===== src/sv/idct_pkg.sv =====
// Shared types, constants and the butterfly micro-program for the 8x8 inverse DCT.
`default_nettype none

package idct_pkg;

    // Fixed-point constants of the Chen-Wang butterfly.
    localparam int K1 = 2841;
    localparam int K2 = 2676;
    localparam int K3 = 2408;
    localparam int K5 = 1609;
    localparam int K6 = 1108;
    localparam int K7 = 565;
    localparam int KR = 181;

    // Width of the working registers; every intermediate of both passes fits.
    localparam int ACC_W = 40;
    localparam int K_W   = 14;
    localparam int NUM_STEPS = 29;

    // Working register indexes.
    localparam logic [3:0] R_A0 = 4'd0;
    localparam logic [3:0] R_A1 = 4'd1;
    localparam logic [3:0] R_A2 = 4'd2;
    localparam logic [3:0] R_A3 = 4'd3;
    localparam logic [3:0] R_A4 = 4'd4;
    localparam logic [3:0] R_A5 = 4'd5;
    localparam logic [3:0] R_A6 = 4'd6;
    localparam logic [3:0] R_A7 = 4'd7;
    localparam logic [3:0] R_T  = 4'd8;
    localparam int NUM_REGS = 9;

    // Destinations: working registers, then the eight results.
    localparam logic [4:0] D_OUT0 = 5'd9;

    typedef struct packed {
        logic signed [11:0] coef_0;
        logic signed [11:0] coef_1;
        logic signed [11:0] coef_2;
        logic signed [11:0] coef_3;
        logic signed [11:0] coef_4;
        logic signed [11:0] coef_5;
        logic signed [11:0] coef_6;
        logic signed [11:0] coef_7;
    } coef_row_t;

    typedef struct packed {
        logic [7:0] pixel_0;
        logic [7:0] pixel_1;
        logic [7:0] pixel_2;
        logic [7:0] pixel_3;
        logic [7:0] pixel_4;
        logic [7:0] pixel_5;
        logic [7:0] pixel_6;
        logic [7:0] pixel_7;
        logic       last_row;
    } pix_row_t;

    typedef logic signed [15:0] samp_t;
    typedef samp_t [7:0] samp_vec_t;
    typedef logic signed [ACC_W-1:0] acc_t;
    typedef acc_t [7:0] acc_vec_t;

    typedef struct packed {
        logic start;
        logic col_mode;
    } core_ctrl_t;

    typedef enum logic [1:0] {BI_NONE, BI_MID, BI_RND} bias_t;
    typedef enum logic [1:0] {SH_NONE, SH_MID, SH_RND8, SH_FINAL} shift_t;

    // One micro-operation: dst = ((a +/- b) * k + d + bias) >>> shift.
    typedef struct packed {
        logic [3:0]            a;
        logic [3:0]            b;
        logic                  b_en;
        logic                  b_neg;
        logic signed [K_W-1:0] k;
        logic [3:0]            d;
        logic                  d_en;
        bias_t                 bias;
        shift_t                shift;
        logic [4:0]            dst;
    } uop_t;

    function automatic uop_t mk(input logic [3:0] a, input logic [3:0] b, input logic b_en,
                                input logic b_neg, input int k, input logic [3:0] d,
                                input logic d_en, input bias_t bias, input shift_t shift,
                                input logic [4:0] dst);
        uop_t u;
        u.a = a; u.b = b; u.b_en = b_en; u.b_neg = b_neg;
        u.k = K_W'(k);
        u.d = d; u.d_en = d_en; u.bias = bias; u.shift = shift; u.dst = dst;
        return u;
    endfunction

    function automatic uop_t uop_rom(input logic [4:0] step);
        uop_t u;
        case (step)
            5'd0:  u = mk(R_A4, R_A5, 1'b1, 1'b0, K7, R_T, 1'b0, BI_MID, SH_NONE, 5'(R_T));
            5'd1:  u = mk(R_A4, R_A5, 1'b0, 1'b0, K1 - K7, R_T, 1'b1, BI_NONE, SH_MID, 5'(R_A4));
            5'd2:  u = mk(R_A5, R_A5, 1'b0, 1'b0, -(K1 + K7), R_T, 1'b1, BI_NONE, SH_MID,
                          5'(R_A5));
            5'd3:  u = mk(R_A6, R_A7, 1'b1, 1'b0, K3, R_T, 1'b0, BI_MID, SH_NONE, 5'(R_T));
            5'd4:  u = mk(R_A6, R_A6, 1'b0, 1'b0, -(K3 - K5), R_T, 1'b1, BI_NONE, SH_MID,
                          5'(R_A6));
            5'd5:  u = mk(R_A7, R_A7, 1'b0, 1'b0, -(K3 + K5), R_T, 1'b1, BI_NONE, SH_MID,
                          5'(R_A7));
            5'd6:  u = mk(R_A0, R_A1, 1'b1, 1'b0, 1, R_T, 1'b0, BI_NONE, SH_NONE, 5'(R_T));
            5'd7:  u = mk(R_A0, R_A1, 1'b1, 1'b1, 1, R_T, 1'b0, BI_NONE, SH_NONE, 5'(R_A0));
            5'd8:  u = mk(R_A3, R_A2, 1'b1, 1'b0, K6, R_T, 1'b0, BI_MID, SH_NONE, 5'(R_A1));
            5'd9:  u = mk(R_A2, R_A2, 1'b0, 1'b0, -(K2 + K6), R_A1, 1'b1, BI_NONE, SH_MID,
                          5'(R_A2));
            5'd10: u = mk(R_A3, R_A3, 1'b0, 1'b0, K2 - K6, R_A1, 1'b1, BI_NONE, SH_MID,
                          5'(R_A3));
            5'd11: u = mk(R_A4, R_A6, 1'b1, 1'b0, 1, R_T, 1'b0, BI_NONE, SH_NONE, 5'(R_A1));
            5'd12: u = mk(R_A4, R_A6, 1'b1, 1'b1, 1, R_T, 1'b0, BI_NONE, SH_NONE, 5'(R_A4));
            5'd13: u = mk(R_A5, R_A7, 1'b1, 1'b0, 1, R_T, 1'b0, BI_NONE, SH_NONE, 5'(R_A6));
            5'd14: u = mk(R_A5, R_A7, 1'b1, 1'b1, 1, R_T, 1'b0, BI_NONE, SH_NONE, 5'(R_A5));
            5'd15: u = mk(R_T, R_A3, 1'b1, 1'b0, 1, R_T, 1'b0, BI_NONE, SH_NONE, 5'(R_A7));
            5'd16: u = mk(R_T, R_A3, 1'b1, 1'b1, 1, R_T, 1'b0, BI_NONE, SH_NONE, 5'(R_T));
            5'd17: u = mk(R_A0, R_A2, 1'b1, 1'b0, 1, R_T, 1'b0, BI_NONE, SH_NONE, 5'(R_A3));
            5'd18: u = mk(R_A0, R_A2, 1'b1, 1'b1, 1, R_T, 1'b0, BI_NONE, SH_NONE, 5'(R_A0));
            5'd19: u = mk(R_A4, R_A5, 1'b1, 1'b0, KR, R_T, 1'b0, BI_RND, SH_RND8, 5'(R_A2));
            5'd20: u = mk(R_A4, R_A5, 1'b1, 1'b1, KR, R_T, 1'b0, BI_RND, SH_RND8, 5'(R_A4));
            5'd21: u = mk(R_A7, R_A1, 1'b1, 1'b0, 1, R_T, 1'b0, BI_NONE, SH_FINAL, D_OUT0);
            5'd22: u = mk(R_A3, R_A2, 1'b1, 1'b0, 1, R_T, 1'b0, BI_NONE, SH_FINAL,
                          D_OUT0 + 5'd1);
            5'd23: u = mk(R_A0, R_A4, 1'b1, 1'b0, 1, R_T, 1'b0, BI_NONE, SH_FINAL,
                          D_OUT0 + 5'd2);
            5'd24: u = mk(R_T, R_A6, 1'b1, 1'b0, 1, R_T, 1'b0, BI_NONE, SH_FINAL,
                          D_OUT0 + 5'd3);
            5'd25: u = mk(R_T, R_A6, 1'b1, 1'b1, 1, R_T, 1'b0, BI_NONE, SH_FINAL,
                          D_OUT0 + 5'd4);
            5'd26: u = mk(R_A0, R_A4, 1'b1, 1'b1, 1, R_T, 1'b0, BI_NONE, SH_FINAL,
                          D_OUT0 + 5'd5);
            5'd27: u = mk(R_A3, R_A2, 1'b1, 1'b1, 1, R_T, 1'b0, BI_NONE, SH_FINAL,
                          D_OUT0 + 5'd6);
            5'd28: u = mk(R_A7, R_A1, 1'b1, 1'b1, 1, R_T, 1'b0, BI_NONE, SH_FINAL,
                          D_OUT0 + 5'd7);
            default: u = mk(R_T, R_T, 1'b0, 1'b0, 1, R_T, 1'b0, BI_NONE, SH_NONE, 5'(R_T));
        endcase
        return u;
    endfunction

endpackage

`default_nettype wire


===== src/sv/idct_ram.sv =====
// Generic simple dual-port RAM with registered read data.
`default_nettype none

module idct_ram #(
    parameter int WIDTH = 16,
    parameter int DEPTH = 64
) (
    input  wire logic                     clk,
    input  wire logic                     we,
    input  wire logic [$clog2(DEPTH)-1:0] waddr,
    input  wire logic [WIDTH-1:0]         wdata,
    input  wire logic [$clog2(DEPTH)-1:0] raddr,
    output      logic [WIDTH-1:0]         rdata
);

    logic [WIDTH-1:0] mem [DEPTH];

    always_ff @(posedge clk)
    begin
        if (we)
        begin
            mem[waddr] <= wdata;
        end
        rdata <= mem[raddr];
    end

endmodule

`default_nettype wire


===== src/sv/idct_core.sv =====
// One-dimensional 8-point butterfly built around a single shared multiply-add unit.
`default_nettype none

module idct_core (
    input  wire logic                  clk,
    input  wire logic                  rst_n,
    input  wire idct_pkg::core_ctrl_t  ctrl,
    input  wire idct_pkg::samp_vec_t   x,
    output      logic                  done,
    output      idct_pkg::acc_vec_t    y
);
    import idct_pkg::*;

    acc_t       r_reg [NUM_REGS];
    acc_vec_t   y_reg;
    logic [4:0] step_reg;
    logic       busy_reg;
    logic       mode_reg;
    logic       done_reg;

    uop_t                        u;
    acc_t                        av;
    acc_t                        bv;
    acc_t                        dv;
    logic signed [ACC_W:0]       sum;
    logic signed [ACC_W+K_W:0]   prod;
    logic signed [ACC_W+K_W+1:0] total;
    logic signed [ACC_W+K_W+1:0] shifted;
    logic signed [15:0]          bias_val;
    logic [3:0]                  sh;
    acc_t                        res;
    logic [3:0]                  load_sh;
    acc_t                        load_bias;

    always_comb
    begin
        u   = uop_rom(step_reg);
        av  = r_reg[u.a];
        bv  = u.b_en ? r_reg[u.b] : '0;
        dv  = u.d_en ? r_reg[u.d] : '0;
        sum = u.b_neg ? ((ACC_W+1)'(av) - (ACC_W+1)'(bv)) : ((ACC_W+1)'(av) + (ACC_W+1)'(bv));
        prod = sum * u.k;
        case (u.bias)
            BI_NONE: bias_val = 16'sd0;
            BI_MID:  bias_val = mode_reg ? 16'sd4 : 16'sd0;
            BI_RND:  bias_val = 16'sd128;
            default: bias_val = 16'sd0;
        endcase
        case (u.shift)
            SH_NONE:  sh = 4'd0;
            SH_MID:   sh = mode_reg ? 4'd3 : 4'd0;
            SH_RND8:  sh = 4'd8;
            SH_FINAL: sh = mode_reg ? 4'd14 : 4'd8;
            default:  sh = 4'd0;
        endcase
        total   = (ACC_W+K_W+2)'(prod) + (ACC_W+K_W+2)'(dv) + (ACC_W+K_W+2)'(bias_val);
        shifted = total >>> sh;
        res     = shifted[ACC_W-1:0];
        load_sh   = ctrl.col_mode ? 4'd8 : 4'd11;
        load_bias = ctrl.col_mode ? acc_t'(8192) : acc_t'(128);
    end

    always_ff @(posedge clk or negedge rst_n)
    begin
        if (!rst_n)
        begin
            step_reg <= '0;
            busy_reg <= 1'b0;
            mode_reg <= 1'b0;
            done_reg <= 1'b0;
        end
        else
        begin
            done_reg <= 1'b0;
            if (ctrl.start)
            begin
                busy_reg <= 1'b1;
                step_reg <= '0;
                mode_reg <= ctrl.col_mode;
            end
            else if (busy_reg)
            begin
                if (step_reg == 5'(NUM_STEPS - 1))
                begin
                    busy_reg <= 1'b0;
                    done_reg <= 1'b1;
                end
                step_reg <= step_reg + 5'd1;
            end
        end
    end

    // Operand and result registers carry no reset.
    always_ff @(posedge clk)
    begin
        if (ctrl.start)
        begin
            r_reg[R_A0] <= (acc_t'(x[0]) <<< load_sh) + load_bias;
            r_reg[R_A1] <= acc_t'(x[4]) <<< load_sh;
            r_reg[R_A2] <= acc_t'(x[6]);
            r_reg[R_A3] <= acc_t'(x[2]);
            r_reg[R_A4] <= acc_t'(x[1]);
            r_reg[R_A5] <= acc_t'(x[7]);
            r_reg[R_A6] <= acc_t'(x[5]);
            r_reg[R_A7] <= acc_t'(x[3]);
        end
        else if (busy_reg)
        begin
            if (u.dst < D_OUT0)
            begin
                r_reg[u.dst[3:0]] <= res;
            end
            else
            begin
                y_reg[3'(u.dst - D_OUT0)] <= res;
            end
        end
    end

    assign done = done_reg;
    assign y    = y_reg;

    a_no_restart: assert property (@(posedge clk) disable iff (!rst_n)
        ctrl.start |-> !busy_reg)
        else $error("core started while busy");
    a_done_after_last: assert property (@(posedge clk) disable iff (!rst_n)
        done_reg |-> $past(busy_reg) && $past(step_reg) == 5'(NUM_STEPS - 1))
        else $error("done without last step");
    a_idle_done: assert property (@(posedge clk) disable iff (!rst_n)
        done_reg |-> !busy_reg)
        else $error("done while still busy");

endmodule

`default_nettype wire


===== src/sv/inverse_dct_8x8_top.sv =====
// Top level of the 8x8 inverse DCT: row store, column sequencing and pixel output.
`default_nettype none

// Channel   Direction  Payload      Handshake
// coef      in         coef_row_t   coef_valid / coef_stall
// pix       out        pix_row_t    pix_valid  / pix_stall
//
// A coefficient row transaction runs the butterfly micro-program in the shared multiply-add
// unit; once the sequencer sees the unit finish, the eight row results are written into the
// 64-entry store, and the next row can be accepted only after that write.
// After the eighth row each of the eight columns is read from the store (one port), run
// through the butterfly and handed over to the pixel buffer, column by column.
// The eight pixel rows then go out one per cycle when unstalled, and the input reopens
// once the last of them has been taken from the output register.
// Reset clears the sequencer, the row counter and the output valid; the store needs none.
// pix_stall only holds the output register; coef_stall is high whenever the block is busy.
module inverse_dct_8x8_top (
    input  wire logic                 clk,
    input  wire logic                 rst_n,
    input  wire logic                 coef_valid,
    output      logic                 coef_stall,
    input  wire idct_pkg::coef_row_t  coef,
    output      logic                 pix_valid,
    input  wire logic                 pix_stall,
    output      idct_pkg::pix_row_t   pix
);
    import idct_pkg::*;

    typedef enum logic [2:0] {S_IDLE, S_ROW, S_ROW_WR, S_COL_RD, S_COL, S_EMIT} state_t;

    state_t     state_reg;
    logic [2:0] row_cnt_reg;
    logic [2:0] wr_idx_reg;
    logic [2:0] col_reg;
    logic [3:0] rd_reg;
    logic [3:0] emit_reg;
    logic       pix_valid_reg;
    pix_row_t   pix_reg;
    samp_vec_t  v_reg;
    logic [7:0][7:0] pixbuf_reg [8];

    core_ctrl_t ctrl;
    samp_vec_t  core_x;
    logic       core_done;
    acc_vec_t   core_y;

    logic        ram_we;
    logic [5:0]  ram_waddr;
    logic [15:0] ram_wdata;
    logic [5:0]  ram_raddr;
    logic [15:0] ram_rdata;

    logic coef_accept;

    // Clip a column result to the pixel range.
    function automatic logic [7:0] sat8(input acc_t val);
        logic [7:0] o;
        if (val < 0)
        begin
            o = 8'd0;
        end
        else if (val > acc_t'(255))
        begin
            o = 8'd255;
        end
        else
        begin
            o = val[7:0];
        end
        return o;
    endfunction

    assign coef_stall  = (state_reg != S_IDLE);
    assign coef_accept = coef_valid && !coef_stall;

    always_comb
    begin
        ctrl.start    = coef_accept || (state_reg == S_COL_RD && rd_reg == 4'd9);
        ctrl.col_mode = (state_reg == S_COL_RD);
        if (state_reg == S_COL_RD)
        begin
            core_x = v_reg;
        end
        else
        begin
            core_x[0] = samp_t'(coef.coef_0);
            core_x[1] = samp_t'(coef.coef_1);
            core_x[2] = samp_t'(coef.coef_2);
            core_x[3] = samp_t'(coef.coef_3);
            core_x[4] = samp_t'(coef.coef_4);
            core_x[5] = samp_t'(coef.coef_5);
            core_x[6] = samp_t'(coef.coef_6);
            core_x[7] = samp_t'(coef.coef_7);
        end
        // Row results wrap to 16 bits as they enter the store.
        ram_we    = (state_reg == S_ROW_WR);
        ram_waddr = {row_cnt_reg, wr_idx_reg};
        ram_wdata = core_y[wr_idx_reg][15:0];
        ram_raddr = {rd_reg[2:0], col_reg};
    end

    idct_core u_core (
        .clk   (clk),
        .rst_n (rst_n),
        .ctrl  (ctrl),
        .x     (core_x),
        .done  (core_done),
        .y     (core_y)
    );

    idct_ram #(
        .WIDTH (16),
        .DEPTH (64)
    ) u_store (
        .clk   (clk),
        .we    (ram_we),
        .waddr (ram_waddr),
        .wdata (ram_wdata),
        .raddr (ram_raddr),
        .rdata (ram_rdata)
    );

    always_ff @(posedge clk or negedge rst_n)
    begin
        if (!rst_n)
        begin
            state_reg     <= S_IDLE;
            row_cnt_reg   <= '0;
            wr_idx_reg    <= '0;
            col_reg       <= '0;
            rd_reg        <= '0;
            emit_reg      <= '0;
            pix_valid_reg <= 1'b0;
        end
        else
        begin
            case (state_reg)
                S_IDLE:
                begin
                    if (coef_accept)
                    begin
                        state_reg <= S_ROW;
                    end
                end
                S_ROW:
                begin
                    if (core_done)
                    begin
                        wr_idx_reg <= '0;
                        state_reg  <= S_ROW_WR;
                    end
                end
                S_ROW_WR:
                begin
                    wr_idx_reg <= wr_idx_reg + 3'd1;
                    if (wr_idx_reg == 3'd7)
                    begin
                        row_cnt_reg <= row_cnt_reg + 3'd1;
                        if (row_cnt_reg == 3'd7)
                        begin
                            col_reg   <= '0;
                            rd_reg    <= '0;
                            state_reg <= S_COL_RD;
                        end
                        else
                        begin
                            state_reg <= S_IDLE;
                        end
                    end
                end
                S_COL_RD:
                begin
                    rd_reg <= rd_reg + 4'd1;
                    if (rd_reg == 4'd9)
                    begin
                        state_reg <= S_COL;
                    end
                end
                S_COL:
                begin
                    if (core_done)
                    begin
                        col_reg <= col_reg + 3'd1;
                        rd_reg  <= '0;
                        if (col_reg == 3'd7)
                        begin
                            emit_reg  <= '0;
                            state_reg <= S_EMIT;
                        end
                        else
                        begin
                            state_reg <= S_COL_RD;
                        end
                    end
                end
                S_EMIT:
                begin
                    // The output register refills as soon as its transaction completes.
                    if (!pix_valid_reg || !pix_stall)
                    begin
                        if (emit_reg == 4'd8)
                        begin
                            pix_valid_reg <= 1'b0;
                            state_reg     <= S_IDLE;
                        end
                        else
                        begin
                            pix_valid_reg <= 1'b1;
                            emit_reg      <= emit_reg + 4'd1;
                        end
                    end
                end
                default:
                begin
                    state_reg <= S_IDLE;
                end
            endcase
        end
    end

    // Payload registers: column samples, pixel buffer and the output row.
    always_ff @(posedge clk)
    begin
        if (state_reg == S_COL_RD && rd_reg != 4'd0 && rd_reg <= 4'd8)
        begin
            v_reg[3'(rd_reg - 4'd1)] <= samp_t'(ram_rdata);
        end
        if (state_reg == S_COL && core_done)
        begin
            for (int k = 0; k < 8; k++)
            begin
                pixbuf_reg[k][col_reg] <= sat8(core_y[k]);
            end
        end
        if (state_reg == S_EMIT && (!pix_valid_reg || !pix_stall) && emit_reg != 4'd8)
        begin
            pix_reg.pixel_0  <= pixbuf_reg[emit_reg[2:0]][0];
            pix_reg.pixel_1  <= pixbuf_reg[emit_reg[2:0]][1];
            pix_reg.pixel_2  <= pixbuf_reg[emit_reg[2:0]][2];
            pix_reg.pixel_3  <= pixbuf_reg[emit_reg[2:0]][3];
            pix_reg.pixel_4  <= pixbuf_reg[emit_reg[2:0]][4];
            pix_reg.pixel_5  <= pixbuf_reg[emit_reg[2:0]][5];
            pix_reg.pixel_6  <= pixbuf_reg[emit_reg[2:0]][6];
            pix_reg.pixel_7  <= pixbuf_reg[emit_reg[2:0]][7];
            pix_reg.last_row <= (emit_reg == 4'd7);
        end
    end

    assign pix_valid = pix_valid_reg;
    assign pix       = pix_reg;

    a_no_overlap: assert property (@(posedge clk) disable iff (!rst_n)
        !coef_stall |-> !pix_valid)
        else $error("input open while pixel rows are pending");
    a_last_marks_end: assert property (@(posedge clk) disable iff (!rst_n)
        pix_valid && pix.last_row |-> emit_reg == 4'd8)
        else $error("last_row flagged before the eighth row");
    a_block_to_cols: assert property (@(posedge clk) disable iff (!rst_n)
        state_reg == S_ROW_WR && wr_idx_reg == 3'd7 && row_cnt_reg == 3'd7
        |=> state_reg == S_COL_RD && row_cnt_reg == 3'd0)
        else $error("eighth row did not start the column pass");
    a_done_in_calc: assert property (@(posedge clk) disable iff (!rst_n)
        core_done |-> state_reg == S_ROW || state_reg == S_COL)
        else $error("butterfly finished outside a compute state");

endmodule

`default_nettype wire

===== config.mk =====
export PLATFORM = sky130hd
export DESIGN_NAME = inverse_dct_8x8_top
export DESIGN_NICKNAME = d
export VERILOG_FILES = /design/src/sv/idct_pkg.sv /design/src/sv/idct_ram.sv /design/src/sv/idct_core.sv /design/src/sv/inverse_dct_8x8_top.sv
export SDC_FILE = /design/constraint.sdc
export NUM_CORES = 2
export LEC_CHECK = 0
export BUFFER_PORTS_ARGS = -buffer_cell sky130_fd_sc_hd__buf_2
export CORE_MARGIN = 2
export CORE_UTILIZATION = 40
export CTS_CLUSTER_SIZE = 14
export DETAILED_ROUTE_END_ITERATION = 16
export GPL_TIMING_DRIVEN = 0
export MAX_ROUTING_LAYER = met4
export PLACE_DENSITY_LB_ADDON = 0.1
export SYNTH_ARGS = -nofsm -noshare
export SYNTH_HDL_FRONTEND = slang
export SYNTH_SLANG_ARGS = --single-unit

===== constraint.sdc =====
create_clock -name clk -period 13.3 [get_ports clk]
set_input_delay 0.665 -clock clk [delete_from_list [all_inputs] [get_ports clk]]
set_output_delay 0.665 -clock clk [all_outputs]
set_load 0.05 [all_outputs]

After elaboration in Yosys (flattened, before gate mapping)
Memories as Yosys holds them, arrays and structs flattened. A register that Yosys moved wholly into a read port is not among the register bits. Index checks and enable logic that the tools add are counted.

Bitwise gates (word level): 2. Add/subtract/negate cells: 13. Equality and inequality tests: 28. $lt $le $gt $ge: 25. Multipliers: 1. Shift operators: 3. Multiplexer cells: 92. Reductions and logical operators: 33.

Operators with widths (count): 320-bit bitwise mux (1); 40-bit by 9-bit greater-than comparator with 1-bit output, second input constant (8); 40-bit by 1-bit less-than comparator with 1-bit output, second input constant (8); 8-bit two-way mux (25); 40-bit two-way mux (4); 128-bit bitwise mux (1); 128-bit two-way mux (1); 40-bit binary-select mux with 3-bit select (1); 40-bit demux with 3-bit select (1); 16-bit by 4-bit <<< shifter with 40-bit output (2); 64-bit two-way mux (1); 55-bit by 40-bit adder with 56-bit output (1); 56-bit by 9-bit adder with 56-bit output (1); 56-bit by 4-bit >>> shifter with 40-bit output (1); 41-bit by 14-bit multiplier with 55-bit output (1); 16-bit demux with 3-bit select (1); 3-bit two-way mux (14); 40-bit by 40-bit adder with 41-bit output (1); 41-bit two-way mux (1); 40-bit by 40-bit subtractor with 41-bit output (1); 40-bit adder (1); 40-bit OR reduction (1); 16-bit two-way mux (2); 4-bit two-way mux (8); 44 further kinds (110).

Word-level logic and storage cells: 229. Input bits: 100. Bits in writable memories: 1896. Register bits: 478. Memories kept: 4. ROM bits: 1152. Output and inout port bits: 67.

Memories: (name not given) (words 32, width 36, read ports 1, clocked after memory_dff 0, wr ports 0, line idct_pkg.sv:98) `case (step)`; u_store.mem (words 64, width 16, read ports 1, clocked after memory_dff 1, wr ports 1, line idct_ram.sv:16) `logic [WIDTH-1:0] mem [DEPTH];`; pixbuf_reg (words 8, width 64, read ports 1, clocked after memory_dff 1, wr ports 8, line inverse_dct_8x8_top.sv:40) `logic [7:0][7:0] pixbuf_reg [8];`; u_core.r_reg (words 9, width 40, read ports 3, clocked after memory_dff 0, wr ports 8, line idct_core.sv:14) `acc_t r_reg [NUM_REGS];`.

Logic depth before layout (Yosys ltp)
An unclocked memory read counts as a cell.

Depth after elaboration: 10. Mapped depth: 55. Gate-level depth less buffers: 50.

Modules after synthesis
Synthesis repeated with hierarchy kept, for this count alone.

Cell total of the unflattened synthesis: 9748. Area total of the unflattened synthesis: 137832.2 um2.

By module, submodules not included: idct_core (times used 1, area an instance 67923.9 um2, cells each 6160); idct_ram (times used 1, area an instance 40042.2 um2, cells each 1829); inverse_dct_8x8_top (times used 1, area an instance 29866.1 um2, cells each 1759).

Worst setup path before layout
OpenSTA, ideal clock, no wires.

Kind: register to register. Start point: reg u_core.step_reg[0]. End point: mem u_core.r_reg[10][33] (netlist name), data pin. Buffers on the path: 5. Period minus slack after synthesis: 13.555 ns. Data arrival time: 13.202 ns. Library setup time: 0.352 ns. Setup slack: -0.255 ns. Cell stages (with the launch flop): 54. Data required time: 12.948 ns. Cell sequence: dfrtp_1 -> clkbuf_1 -> inv_1 -> ha_1 -> nor2b_4 -> o311a_2 -> buf_4 -> nor2_4 -> buf_2 -> mux4_2 -> mux2i_1 -> or2_2 -> ha_1 -> inv_1 -> a221oi_1 -> nand3_2 -> o21ai_0 -> xnor2_1 -> [... 18 more ...] -> inv_1 -> fa_1 -> fa_1 -> fa_1 -> inv_1 -> ha_1 -> clkbuf_1 -> a21o_1 -> a21o_1 -> a21o_1 -> a21oi_1 -> nor2_1 -> nor3_1 -> o21ai_1 -> nand3_1 -> mux2i_1 -> a2111oi_1 -> inv_1.

RTL lines: from (decl) (line idct_core.sv:16) `logic [4:0] step_reg;`; from (signal assigned) (line idct_core.sv:88) `step_reg <= step_reg + 5'd1;`; to (decl) (line idct_core.sv:14).

==> results.py <==
metrics = {
    "floorplanning": {
        "io_pins": 167,
        "die_x_um": 585,
        "die_area_um2": 342000,
        "rows": 213,
        "die_h_um": 585,
        "start_util_pct": 40.1,
        "coreArea_um2": 336000,
    },
    "setup_path": {
        "criticalPathCategory": "register to register",
        "cp.arrival_ps": 13940,
        "crit_top_cell": "buf_4",
        "startpoint": "u_core.step_reg[0]",
        "worstPathRequired_ps": 13880,
        "worstPathMaxFanout": 8,
        "cp-end-kind": "register",
        "ff2ff_setup_slack_ps": -50,
        "max_stage_delay_ps": 710,
        "r2r.worst_path.cells": 55,
        "r2r-end": "u_core.r_reg[2][39]",
        "r2r-start": "u_core.step_reg[0]",
        "crit_path_top_delay_cell": "fa_2",
        "critPathLaunchType": "register",
    },
    "pwr": {
        "seqPwrFrac_pct": 52.6,
        "p_switching_mw": 3.65,
        "swShare_pct": 20.5,
        "peakVddDrop_mv": 0.108,
        "total_power_mw": 17.8,
        "pwr-share-comb_pct": 0.6,
        "power_density_nw_per_um2": 109,
        "p_int_mw": 14.1,
        "clkPwrFrac_pct": 46.8,
        "p_leak_nw": 58.0,
    },
    "cts": {
        "cts_tree": "done",
        "cts_buffer_depth": 4,
        "cts.sinks": 2734,
        "htreeDepth": 5,
        "root_buffer": "clkbuf_16",
        "numCtsBuffers": 305,
        "insertion_delay_ps": 940,
        "clk_pin_slew_ps": 60,
    },
    "timing": {
        "setup_viol": 15,
        "timing.fmax_mhz": 74.9,
        "post-route-period-util_pct": 100,
        "timing.final.hold_violations": 0,
        "rsz0062_at_grt": "true",
        "worst_pin_slew_ps": 1640,
        "period_needed_ps": 13350,
        "fin_skew_ps": 91.9,
        "fin_ws_ps": -51.2,
        "report.final.slew_viol_count": 174,
        "slew_headroom_pct": -9.61,
    },
    "synthesis": {
        "post_synth.cell_area_avg_um2": 13.4,
        "yosys.area.top_type": "edfxtp_1",
        "yosysSeqAreaShare_pct": 60.7,
        "synth_simple_gate_area_share_pct": 7.70,
        "synth_top_family_by_area": "compound AO/OA/AOI/OAI gates",
        "ys_async_sr_fraction_pct": 1.06,
        "synth_top_area_share_pct": 59.9,
        "synthesis.area_um2": 135000,
        "synth_xor_area_share_pct": 0.922,
        "synth_cell_types": 103,
        "ys_warn_count": 0,
        "synth_compound_gate_area_share_pct": 10.7,
        "synth_area_leaders": "edfxtp_1, fa_1, mux4_2, nand2_1, o21ai_0",
        "synthTopCellsByCount": "edfxtp_1, nand2_1, inv_1",
        "synthFlopType": "edfxtp_1",
        "synth_most_common_cell": "edfxtp_1",
        "syn_inst": 10100,
        "synth-edff-count": 2689,
        "synth_mux_area_share_pct": 5.78,
        "synth-adder-area-share_pct": 10.3,
        "ys_ff_latch": 2734,
    },
    "placement": {
        "port-buffer-count": 166,
        "dp_hpwl_um": 450000,
        "dp.cells": 15200,
        "routabilityCongestion": 1.04,
        "dp_worst_setup_slack_ps": -7070,
    },
    "grt": {
        "grt_pass1_vias": 95700,
        "grt_start_max_net_pins": 65,
        "grt_overflow": 0,
        "grt_first_pass_wirelength_um": 821000,
        "antenna_found_initial": 67,
        "track_usage_pct": 36.5,
    },
    "drt": {
        "first_pass_iters": 10,
        "drt-wirelength-per-cell_um": 38.4,
        "vias_per_cell": 6.23,
        "vias": 99900,
        "wl_um": 616000,
        "drc_errors": 0,
        "detail-route-antenna-nets": 0,
        "drtIter0Drc": 16200,
    },
    "layout": {
        "regArea_um2": 81800,
        "drive_gt1_share_pct": 20.9,
        "fin_nets": 12100,
        "fin_cells": 16000,
        "multi_input_area_um2": 52800,
        "fill_cells": 29700,
        "area_growth_pct": 21.4,
        "largest_reg_flops": 1024,
    },
    "hold_path": {
        "min_delay_path_depth": 3,
        "hold_path.class": "input pin to register",
        "hold-path-endpoint": "pix_valid",
        "hold_path.startpoint": "pix_stall",
    },
    "status": {
        "violations": "capacitance limit, slew limit, setup timing",
        "outcome": "complete, but fails checks",
    },
    "flow_run": {
        "max-cap-violations": 22,
    },
}
-- what timing repair did --
| action | 4_1_cts | 5_1_grt |
|---|---|---|
| resized for setup | 652 | 473 |
| buffers inserted | 164 | 119 |
| hold endpoints to repair | 29 | 0 |
| hold buffers | 1 | 0 |
| cloned | 1 | 2 |
| endpoints found under the setup margin | 960 | 901 |
| pin swaps | 113 | 165 |
-- power groups by stage --
stage / Sequential [mW] / Clock [mW] / Combinational, mW
after CTS: 9.35 / 8.37 / 0.100
after global routing: 9.35 / 8.70 / 0.114
after floorplan: 9.53 / 0 / 0.0459
final: 9.35 / 8.32 / 0.106
after global placement: 9.53 / 0 / 0.0974
after detailed placement: 9.53 / 0 / 0.0996
-- stage by stage --
stage / setup TNS (ps) / instance area (um2) / hold slack [ps] / utilization [%]
after detailed placement: -4846480 / 147000 / 535 / 43.6
final: -487 / 164000 / 81.3 / 48.7
after global routing: -29020 / 164000 / 95.8 / 48.7
after global placement: -6876720 / 142000 / 539 / 42.2
after CTS: -0.382 / 160000 / 53.8 / 47.7
after floorplan: 0 / 135000 / 369 / -
-- how the worst max path moves through the flow --
stage	endpoint	slack, ps	cells after the start
after floorplan	u_core.r_reg[10][39]	1	48
after global placement	u_core.y[260]	-9660	43
after detailed placement	u_core.y[318]	-7070	43
after CTS	u_core.r_reg[0][33]	-0.4	52
after global routing	u_core.r_reg[14][36]	-320	54
final	u_core.r_reg[2][39]	-50	55
-- area by class of cell --
type / count / share of cell area (%)
diodes: 49 / 0.0749
inverters: 750 / 1.79
repair buffers: 698 / 4.61
clock buffers: 394 / 5.04
well taps: 4515 / 3.45
clock inverters: 152 / 0.831
multi-input cells: 6107 / 32.3
flip-flops and latches: 2734 / 50.0
plain buffers: 628 / 1.93
-- cell usage in the layout, fill, tap and decap left out, drive strengths merged, types with 160 or more instances in the layout --
| cell | count |
|---|---|
| conb | 160 |
| nor2 | 533 |
| mux4 | 165 |
| ha | 204 |
| fa | 563 |
| nand2 | 913 |
| clkbuf | 875 |
| edfxtp | 2689 |
| a21oi | 391 |
| mux2 | 201 |
| a22oi | 295 |
| nand3 | 237 |
| o21ai | 692 |
| mux2i | 181 |
| buf | 843 |
| inv | 733 |
-- critical path: cells and delay by family (launching register included) --
kind,cells,cell delay [ps]
AO/OA/AOI/OAI,18,3480
adder cells (fa/ha/maj),10,4280
multiplexers,1,630
AND/OR/NAND/NOR,8,1560
buffers and inverters,16,2090
flip-flops,1,420
XOR/XNOR,2,510
-- per-layer routing --
metal / wire length [um] / global-route usage (%) / vias to the layer above
li1: - / - / 39800
met1: 248000 / 49.7 / 51900
met2: 264000 / 51.7 / 6865
met3: 70700 / 8.96 / 1327
met4: 33200 / 16.1 / 0
met5: 0 / - / -
-- kinds of logic (layout without fill, tap and decap cells) --
group	count (synthesis)	count (layout)
compound gates	2225	2225
xor+xnor	141	141
fa+ha+maj	767	767
buf+inv	1395	2622
flops	2734	2734
mux	547	547
other cells	1	209
simple gates	2267	2267
Note: power is estimated with default switching activity, not from simulation.
